--- src/rtl/pblru_pkg.sv ---
// Package for the part buffer LRU slot selector.
// Holds sizes, shared types and the state encoding; it depends on nothing.
package pblru_pkg;

  localparam int NUM_SLOTS = 16;
  localparam int IDX_W     = $clog2(NUM_SLOTS);
  localparam int TAG_W     = 32;
  localparam int STAMP_W   = 32;
  localparam int ACT_W     = 5;
  localparam int SLOT_W    = 4;

  localparam logic [ACT_W-1:0] ACT_RESET = ACT_W'(16);

  typedef logic [IDX_W-1:0] idx_t;

  // Contents of one slot as seen by the scan.
  typedef struct packed {
    logic               valid;
    logic [TAG_W-1:0]   tag;
    logic [STAMP_W-1:0] stamp;
  } slot_t;

  // Update of one slot at the end of an item.
  typedef struct packed {
    logic               en;
    logic               fill;
    idx_t               idx;
    logic [TAG_W-1:0]   tag;
    logic [STAMP_W-1:0] stamp;
  } slot_wr_t;

  typedef enum logic [1:0] {
    ST_IDLE,
    ST_SCAN,
    ST_DONE
  } state_e;

  // Index of the last live slot: a count of zero counts as one, and a count
  // above the slot total is saturated.
  function automatic idx_t last_slot(input logic [ACT_W-1:0] act);
    int n;
    n = int'(act);
    if (n == 0) begin
      n = 1;
    end
    if (n > NUM_SLOTS) begin
      n = NUM_SLOTS;
    end
    return idx_t'(n - 1);
  endfunction

endpackage

--- src/rtl/pblru_store.sv ---
// Slot store: tag, valid mark and last-use stamp for every buffer slot.
// Depends on pblru_pkg for sizes and the read and write structs.
module pblru_store (
  input  logic                clk_i,
  input  logic                rst_ni,
  input  pblru_pkg::idx_t     rd_idx_i,
  output pblru_pkg::slot_t    rd_o,
  input  pblru_pkg::slot_wr_t wr_i
);

  logic [pblru_pkg::TAG_W-1:0]   tag_q   [pblru_pkg::NUM_SLOTS];
  logic [pblru_pkg::STAMP_W-1:0] stamp_q [pblru_pkg::NUM_SLOTS];
  logic [pblru_pkg::NUM_SLOTS-1:0] valid_q;

  // Valid marks clear at reset; tags and stamps are only looked at once
  // their slot has been filled, and a fill always writes both.
  always_ff @(posedge clk_i or negedge rst_ni) begin
    if (!rst_ni) begin
      valid_q <= '0;
    end else if (wr_i.en && wr_i.fill) begin
      valid_q[wr_i.idx] <= 1'b1;
    end
  end

  always_ff @(posedge clk_i) begin
    if (wr_i.en) begin
      stamp_q[wr_i.idx] <= wr_i.stamp;
      if (wr_i.fill) begin
        tag_q[wr_i.idx] <= wr_i.tag;
      end
    end
  end

  assign rd_o.valid = valid_q[rd_idx_i];
  assign rd_o.tag   = tag_q[rd_idx_i];
  assign rd_o.stamp = stamp_q[rd_idx_i];

endmodule

--- src/rtl/part_buffer_lru_select.sv ---
// Top level of the part buffer LRU slot selector.
// Depends on pblru_pkg and instantiates the slot store pblru_store.
//
// Usage:
// A request item is taken at a rising clock edge where start is high and
// busy is low; requested_part_i carries the compressed part number. The
// block then walks the live slots one per cycle through a single tag
// comparator and a single stamp comparator. The walk stops at the first
// valid slot whose tag matches; otherwise it covers every live slot while
// remembering the first empty slot and the slot with the smallest stamp.
// After the walk, ST_DONE updates the chosen slot (tag and valid on a miss,
// stamp always) and advances the use counter.
// The result item appears on slot_index_o and hit_o for exactly one cycle
// with done_o high. The result is registered, and a new item may start in
// the cycle that shows the result. The result has no back-pressure; the
// receiver must take it when done_o is high. The live slot count is written
// through cfg_we_i and cfg_wdata_i; the user must do so only while the block
// is idle, which the block itself does not enforce. Zero counts as one slot.
// Reset empties every slot, clears the use counter and sets the live count
// to 16.
module part_buffer_lru_select (
  input  logic                          clk_i,
  input  logic                          rst_ni,
  input  logic                          start,
  output logic                          busy,
  input  logic [pblru_pkg::TAG_W-1:0]   requested_part_i,
  output logic [pblru_pkg::SLOT_W-1:0]  slot_index_o,
  output logic                          hit_o,
  output logic                          done_o,
  input  logic                          cfg_we_i,
  input  logic [pblru_pkg::ACT_W-1:0]   cfg_wdata_i
);

  pblru_pkg::state_e state_q, state_d;

  logic [pblru_pkg::ACT_W-1:0]   active_q;
  logic [pblru_pkg::STAMP_W-1:0] counter_q, counter_d;
  logic                          done_q, done_d;

  // Scan context of the item in flight.
  pblru_pkg::idx_t               idx_q, idx_d;
  pblru_pkg::idx_t               last_q, last_d;
  pblru_pkg::idx_t               hit_idx_q, hit_idx_d;
  pblru_pkg::idx_t               empty_idx_q, empty_idx_d;
  pblru_pkg::idx_t               min_idx_q, min_idx_d;
  logic [pblru_pkg::STAMP_W-1:0] min_stamp_q, min_stamp_d;
  logic [pblru_pkg::TAG_W-1:0]   want_q, want_d;
  logic                          hit_q, hit_d;
  logic                          empty_q, empty_d;

  // Result register.
  logic [pblru_pkg::SLOT_W-1:0]  slot_q, slot_d;
  logic                          res_hit_q, res_hit_d;

  pblru_pkg::slot_t    rd;
  pblru_pkg::slot_wr_t wr;
  pblru_pkg::idx_t     pick;
  logic                match;

  pblru_store u_store (
    .clk_i    (clk_i),
    .rst_ni   (rst_ni),
    .rd_idx_i (idx_q),
    .rd_o     (rd),
    .wr_i     (wr)
  );

  assign match = rd.valid && (rd.tag == want_q);

  // A hit wins, then the first empty slot, then the least recently used.
  assign pick = hit_q   ? hit_idx_q   :
                empty_q ? empty_idx_q : min_idx_q;

  always_comb begin
    state_d     = state_q;
    counter_d   = counter_q;
    done_d      = 1'b0;
    idx_d       = idx_q;
    last_d      = last_q;
    hit_idx_d   = hit_idx_q;
    empty_idx_d = empty_idx_q;
    min_idx_d   = min_idx_q;
    min_stamp_d = min_stamp_q;
    want_d      = want_q;
    hit_d       = hit_q;
    empty_d     = empty_q;
    slot_d      = slot_q;
    res_hit_d   = res_hit_q;
    wr          = '0;

    case (state_q)
      pblru_pkg::ST_IDLE: begin
        if (start) begin
          state_d = pblru_pkg::ST_SCAN;
          idx_d   = '0;
          last_d  = pblru_pkg::last_slot(active_q);
          want_d  = requested_part_i;
          hit_d   = 1'b0;
          empty_d = 1'b0;
        end
      end
      pblru_pkg::ST_SCAN: begin
        if (match) begin
          hit_d     = 1'b1;
          hit_idx_d = idx_q;
          state_d   = pblru_pkg::ST_DONE;
        end else begin
          if (!rd.valid && !empty_q) begin
            empty_d     = 1'b1;
            empty_idx_d = idx_q;
          end
          // Strict compare keeps the lowest index on equal stamps.
          if (rd.valid && ((idx_q == '0) || (rd.stamp < min_stamp_q))) begin
            min_stamp_d = rd.stamp;
            min_idx_d   = idx_q;
          end
          if (idx_q == last_q) begin
            state_d = pblru_pkg::ST_DONE;
          end else begin
            idx_d = idx_q + pblru_pkg::idx_t'(1);
          end
        end
      end
      pblru_pkg::ST_DONE: begin
        wr.en     = 1'b1;
        wr.fill   = !hit_q;
        wr.idx    = pick;
        wr.tag    = want_q;
        wr.stamp  = counter_q;
        counter_d = counter_q + pblru_pkg::STAMP_W'(1);
        slot_d    = pblru_pkg::SLOT_W'(pick);
        res_hit_d = hit_q;
        done_d    = 1'b1;
        state_d   = pblru_pkg::ST_IDLE;
      end
      default: begin
        state_d = pblru_pkg::ST_IDLE;
      end
    endcase
  end

  always_ff @(posedge clk_i or negedge rst_ni) begin
    if (!rst_ni) begin
      state_q   <= pblru_pkg::ST_IDLE;
      active_q  <= pblru_pkg::ACT_RESET;
      counter_q <= '0;
      done_q    <= 1'b0;
    end else begin
      state_q   <= state_d;
      counter_q <= counter_d;
      done_q    <= done_d;
      if (cfg_we_i) begin
        active_q <= cfg_wdata_i;
      end
    end
  end

  always_ff @(posedge clk_i) begin
    idx_q       <= idx_d;
    last_q      <= last_d;
    hit_idx_q   <= hit_idx_d;
    empty_idx_q <= empty_idx_d;
    min_idx_q   <= min_idx_d;
    min_stamp_q <= min_stamp_d;
    want_q      <= want_d;
    hit_q       <= hit_d;
    empty_q     <= empty_d;
    slot_q      <= slot_d;
    res_hit_q   <= res_hit_d;
  end

  assign busy         = (state_q != pblru_pkg::ST_IDLE);
  assign done_o       = done_q;
  assign slot_index_o = slot_q;
  assign hit_o        = res_hit_q;

endmodule

--- config.mk ---
export PLATFORM = sky130hd
export DESIGN_NAME = part_buffer_lru_select
export DESIGN_NICKNAME = d
export VERILOG_FILES = /design/src/rtl/pblru_pkg.sv /design/src/rtl/pblru_store.sv /design/src/rtl/part_buffer_lru_select.sv
export SDC_FILE = /design/constraint.sdc
export NUM_CORES = 1
export LEC_CHECK = 0
export ABC_AREA = 0
export BUFFER_PORTS_ARGS = -buffer_cell sky130_fd_sc_hd__buf_2
export CORE_ASPECT_RATIO = 0.75
export CORE_MARGIN = 5
export CORE_UTILIZATION = 63
export DETAILED_ROUTE_END_ITERATION = 10
export GPL_TIMING_DRIVEN = 0
export PLACE_DENSITY = 0.85
export SYNTH_ARGS = -nofsm -noshare
export SYNTH_HDL_FRONTEND = slang
export SYNTH_HIERARCHICAL = 1
export SYNTH_SLANG_ARGS = --single-unit
--- constraint.sdc ---
create_clock -name clk_i -period 8.99 [get_ports clk_i]
set_input_delay 0.899 -clock clk_i [delete_from_list [all_inputs] [get_ports clk_i]]
set_output_delay 0.899 -clock clk_i [all_outputs]
set_load 0.03 [all_outputs]
==> flow_summary.yaml <==
synth:
  async_reset_ff_share_pct: 4.78
  top_count_cell_post_synth: "sky130_fd_sc_hd__edfxtp_1"
  most_area_consuming_cells_after_synthesis: "sky130_fd_sc_hd__edfxtp_1 74%, sky130_fd_sc_hd__mux4_2 13%, sky130_fd_sc_hd__dfrtp_1 3.0%"
  yosys_register_bits: 1171
  synth_cells: 2168
  ys_types: 53
  synth.avg_cell_area_sq_um: 21.0
  yosysWarningCount: 6
  dominant_register_cell_in_the_synthesized_netlist: "sky130_fd_sc_hd__edfxtp_1"
  synth.largest_area_cell: "sky130_fd_sc_hd__edfxtp_1"
  post-synth-top-area-fraction_pct: 73.6
  synth.yosys.seq_area_share_pct: 76.7
  postSynthNetCount: 2244
  yosys-top-cells-count: "1115 x sky130_fd_sc_hd__edfxtp_1, 260 x sky130_fd_sc_hd__mux4_2, 130 x sky130_fd_sc_hd__a22oi_1"
  synth_enable_flop_cells: 1115
  post_synth_instance_area_sq_um: 45500
timing:
  final_hold_viol_count: 0
  final-max-slew-violation-count: 0
  fin_crit_sh_pct: 68.6
  slew_headroom_pct: 16.0
  max_slew.worst_pin.slew_ps: 1260
  timing.fmax_mhz: 162
  timing.final.crit_period_ps: 6160
  finalSetupViolCount: 0
  worst_clock_skew_ps: 35.8
  grt_setup_unrepaired: "no"
  setup-tns-final_ps: 0
cts:
  htree_num_levels: 3
  clockRootBuffer: "sky130_fd_sc_hd__clkbuf_16"
  clockBufferDepth: 3
  postCtsHoldBufs: 0
  post_cts_buffers: 0
  post_cts_resize_count: 0
  cts.reportedPaths.clkPinSlew_ps: 70
  cts.sinks: 1171
  tritoncts.num_buffers: 102
  tritoncts: "built"
  worst_skew_pair_later_pin_latency_ps: 690
setup_path:
  worstPathRequired_ps: 9430
  path_buf_inv: 6
  timing.critical_path.slowest_stage_cell: "sky130_fd_sc_hd__clkbuf_1"
  cp.arrival_ps: 6600
  path_delay_family: "buffers and inverters"
  critPathLaunchType: "flop"
  path_common_cell: "sky130_fd_sc_hd__buf_4"
  endpoint_kind: "flop"
  worstPathMaxFanout: 10
  path_class: "reg2reg"
  critical_path.cell_chain: "buf_2 > clkbuf_1 > buf_2 > mux4_2 > a22oi_1 > nand2_1 > ha_1 > nand4_1 > or4_1 > or3_1 > a211oi_2 > nor4_2 > buf_4 > buf_4 > buf_4"
  slowest_delay_ps: 800
drt:
  detail-route-antenna-nets: 0
  drtIter0Drc: 4614
  dr_total_vias: 25000
  drt_drc_violations_left: 0
  vias_per_cell: 7.32
  drt_wl_total_um: 122000
  drt_first_pass_iters: 6
  routed_wire_length_per_instance_um: 35.7
outcome:
  status: "complete, no violations"
floorplanning:
  chipHeight_um: 243
  die_area_sq_um: 77700
  floorplan.rows: 85
  core_region_area_sq_um: 71700
  floorplan.io_pins: 48
  initial_core_utilization_pct: 63.5
  width_of_the_die_um: 320
min_path:
  worst_hold_path_type: "in2async"
job:
  drv.max_cap_violation_count: 0
power_and_ir_drop:
  powerDensity_nw_per_um2: 273
  fin_total_pwr_mw: 14.0
  peakVddDrop_mv: 0.196
  cellLeakagePower_nw: 18.2
cells_and_area:
  num-fill-cells: 3686
  nets: 2445
  area_growth_pct: 12.9
  antennaDiodeCount: 0
  fraction_of_final_layout_cells_sized_beyond_drive_strength_1_pct: 25.1
grt:
  grt_start_max_net_pins: 38
  grt_first_pass_wirelength_um: 177000
  grt_util_met2_pct: 48.9
  leftover_overflow_at_the_end_of_global_routing: 0
  grt_antenna_before_repair: 0
  use_met1_pct: 42.6
  grt_util_all_layers_pct: 31.6
  vias_in_the_first_global_route: 25700
  global_route.peak_usage_layer: "met2"
  grtUsageMet3_pct: 10.0
placement:
  buffer_ports.inserted: 47
  dp_hpwl_um: 68200
  routabilityCongestion: 0.836
-- through the flow --
step           cells  instance area, sq um  setup WS (ps)  utilization (%)  hold slack, ps
2_1_floorplan   2168                 45500           2410                -             424
3_3_place_gp    3172                 46900          -1130             65.4             442
3_5_place_dp    3222                 48000           3260             67.0             452
4_1_cts         3414                 51300           3140             71.6             324
5_1_grt         3414                 51300           2870             71.6             355
6_report        3414                 51300           2830             71.6             321
-- worst paths after layout --
check | startpoint | end | slack, ps | cells after the start
setup / recovery | idx_q[1]$_SDFFCE_PN0P_ | min_stamp_q[14]$_DFFE_PP_ | 2830 | 15
hold / removal | rst_ni | counter_q[23]$_DFFE_PN0P_ | 320 | 1
setup reg to reg | idx_q[1]$_SDFFCE_PN0P_ | min_stamp_q[14]$_DFFE_PP_ | 2830 | 15
hold reg to reg | u_store/valid_q[3]$_DFFE_PN0P_ | u_store/valid_q[3]$_DFFE_PN0P_ | 480 | 1
max in group asynchronous | rst_ni | active_q[4]$_DFFE_PN1P_ | 7890 | 2
min in group clk_i | requested_part_i[13] | want_q[13]$_DFFE_PP_ | 380 | 1
-- cell type report --
type	count	area [sq um]	share of cell area, %
sequential	1171	34900	67.9
multi-input combinational	856	10100	19.7
clock buffer	138	2750	5.35
tap	957	1200	2.33
timing repair buffer	97	1080	2.11
clock inverter	54	593	1.16
buffer	99	554	1.08
inverter	42	158	0.307
-- cell usage in the layout, fill, tap and decap left out, types with 7 or more instances in the layout --
| master | Yosys | layout |
|---|---|---|
| sky130_fd_sc_hd__buf_4 | 7 | 14 |
| sky130_fd_sc_hd__or2_2 | 10 | 10 |
| sky130_fd_sc_hd__clkbuf_16 | 0 | 102 |
| sky130_fd_sc_hd__clkinv_2 | 0 | 18 |
| sky130_fd_sc_hd__nand2_1 | 95 | 95 |
| sky130_fd_sc_hd__bufinv_16 | 0 | 10 |
| sky130_fd_sc_hd__and2_1 | 69 | 69 |
| sky130_fd_sc_hd__nor4_1 | 15 | 14 |
| sky130_fd_sc_hd__a21oi_1 | 14 | 14 |
| sky130_fd_sc_hd__nor2_1 | 39 | 11 |
| sky130_fd_sc_hd__a22oi_1 | 130 | 130 |
| sky130_fd_sc_hd__buf_6 | 16 | 27 |
| sky130_fd_sc_hd__nor2_4 | 0 | 28 |
| sky130_fd_sc_hd__nand2b_1 | 8 | 8 |
| sky130_fd_sc_hd__buf_2 | 29 | 76 |
| sky130_fd_sc_hd__inv_1 | 42 | 41 |
| sky130_fd_sc_hd__dfrtp_1 | 55 | 55 |
| sky130_fd_sc_hd__clkbuf_1 | 41 | 71 |
| sky130_fd_sc_hd__clkinv_1 | 0 | 10 |
| sky130_fd_sc_hd__clkinvlp_4 | 0 | 7 |
| sky130_fd_sc_hd__xor2_1 | 32 | 32 |
| sky130_fd_sc_hd__xnor2_1 | 38 | 38 |
| sky130_fd_sc_hd__nand3_1 | 17 | 17 |
| sky130_fd_sc_hd__o21ai_0 | 10 | 10 |
| sky130_fd_sc_hd__edfxtp_1 | 1115 | 1115 |
| sky130_fd_sc_hd__mux4_2 | 260 | 260 |
| sky130_fd_sc_hd__ha_1 | 35 | 35 |
| sky130_fd_sc_hd__buf_12 | 0 | 23 |
| sky130_fd_sc_hd__nand4_1 | 13 | 13 |
-- registers in the layout, indices dropped and copies added, names as in the netlist --
| register | cells |
|---|---|
| u_store/stamp_q | 512 |
| u_store/tag_q | 512 |
| counter_q | 32 |
| min_stamp_q | 32 |
| want_q | 32 |
| u_store/valid_q | 16 |
| active_q | 5 |
| empty_idx_q | 4 |
| hit_idx_q | 4 |
| idx_q | 4 |
| last_q | 4 |
| min_idx_q | 4 |
| slot_index_o | 4 |
| state_q | 2 |
| done_o | 1 |
| empty_q | 1 |
| hit_o | 1 |
| hit_q | 1 |
-- logic make-up after synthesis --
family / synth area share (%)
xor gates and xnor gates: 1.35
buffers and inverters: 1.57
adders and majority gates: 0.963
and+or+nand+nor: 3.59
DFF: 76.7
AOI/OAI and AO/OA: 2.75
muxes: 13.1
-- metal layers --
metal | part of all wire [%] | vias to the layer above
met1 | 32 | 12500
met2 | 47 | 2631
met3 | 15 | 520
met5 | 0 | -
li1 | - | 9303
met4 | 5.4 | 0
-- worst register-to-register path, cell delays in order, from the launching register on --
cell	delay (ps)
sky130_fd_sc_hd__edfxtp_1	530
sky130_fd_sc_hd__buf_2	340
sky130_fd_sc_hd__clkbuf_1	800
sky130_fd_sc_hd__buf_2	490
sky130_fd_sc_hd__mux4_2	390
sky130_fd_sc_hd__a22oi_1	290
sky130_fd_sc_hd__nand2_1	140
sky130_fd_sc_hd__ha_1	340
sky130_fd_sc_hd__nand4_1	210
sky130_fd_sc_hd__or4_1	670
sky130_fd_sc_hd__or3_1	540
sky130_fd_sc_hd__a211oi_2	350
sky130_fd_sc_hd__nor4_2	180
sky130_fd_sc_hd__buf_4	250
sky130_fd_sc_hd__buf_4	190
sky130_fd_sc_hd__buf_4	200
-- power breakdown --
part           switching [mW]  internal [mW]  leakage [nW]
registers              0.0835           6.07          12.1
clock network            1.98           2.45          1.62
logic                    2.09           1.33          4.43
total                    4.15           9.85          18.2
No activity file was read; power rests on OpenSTA's default activity.
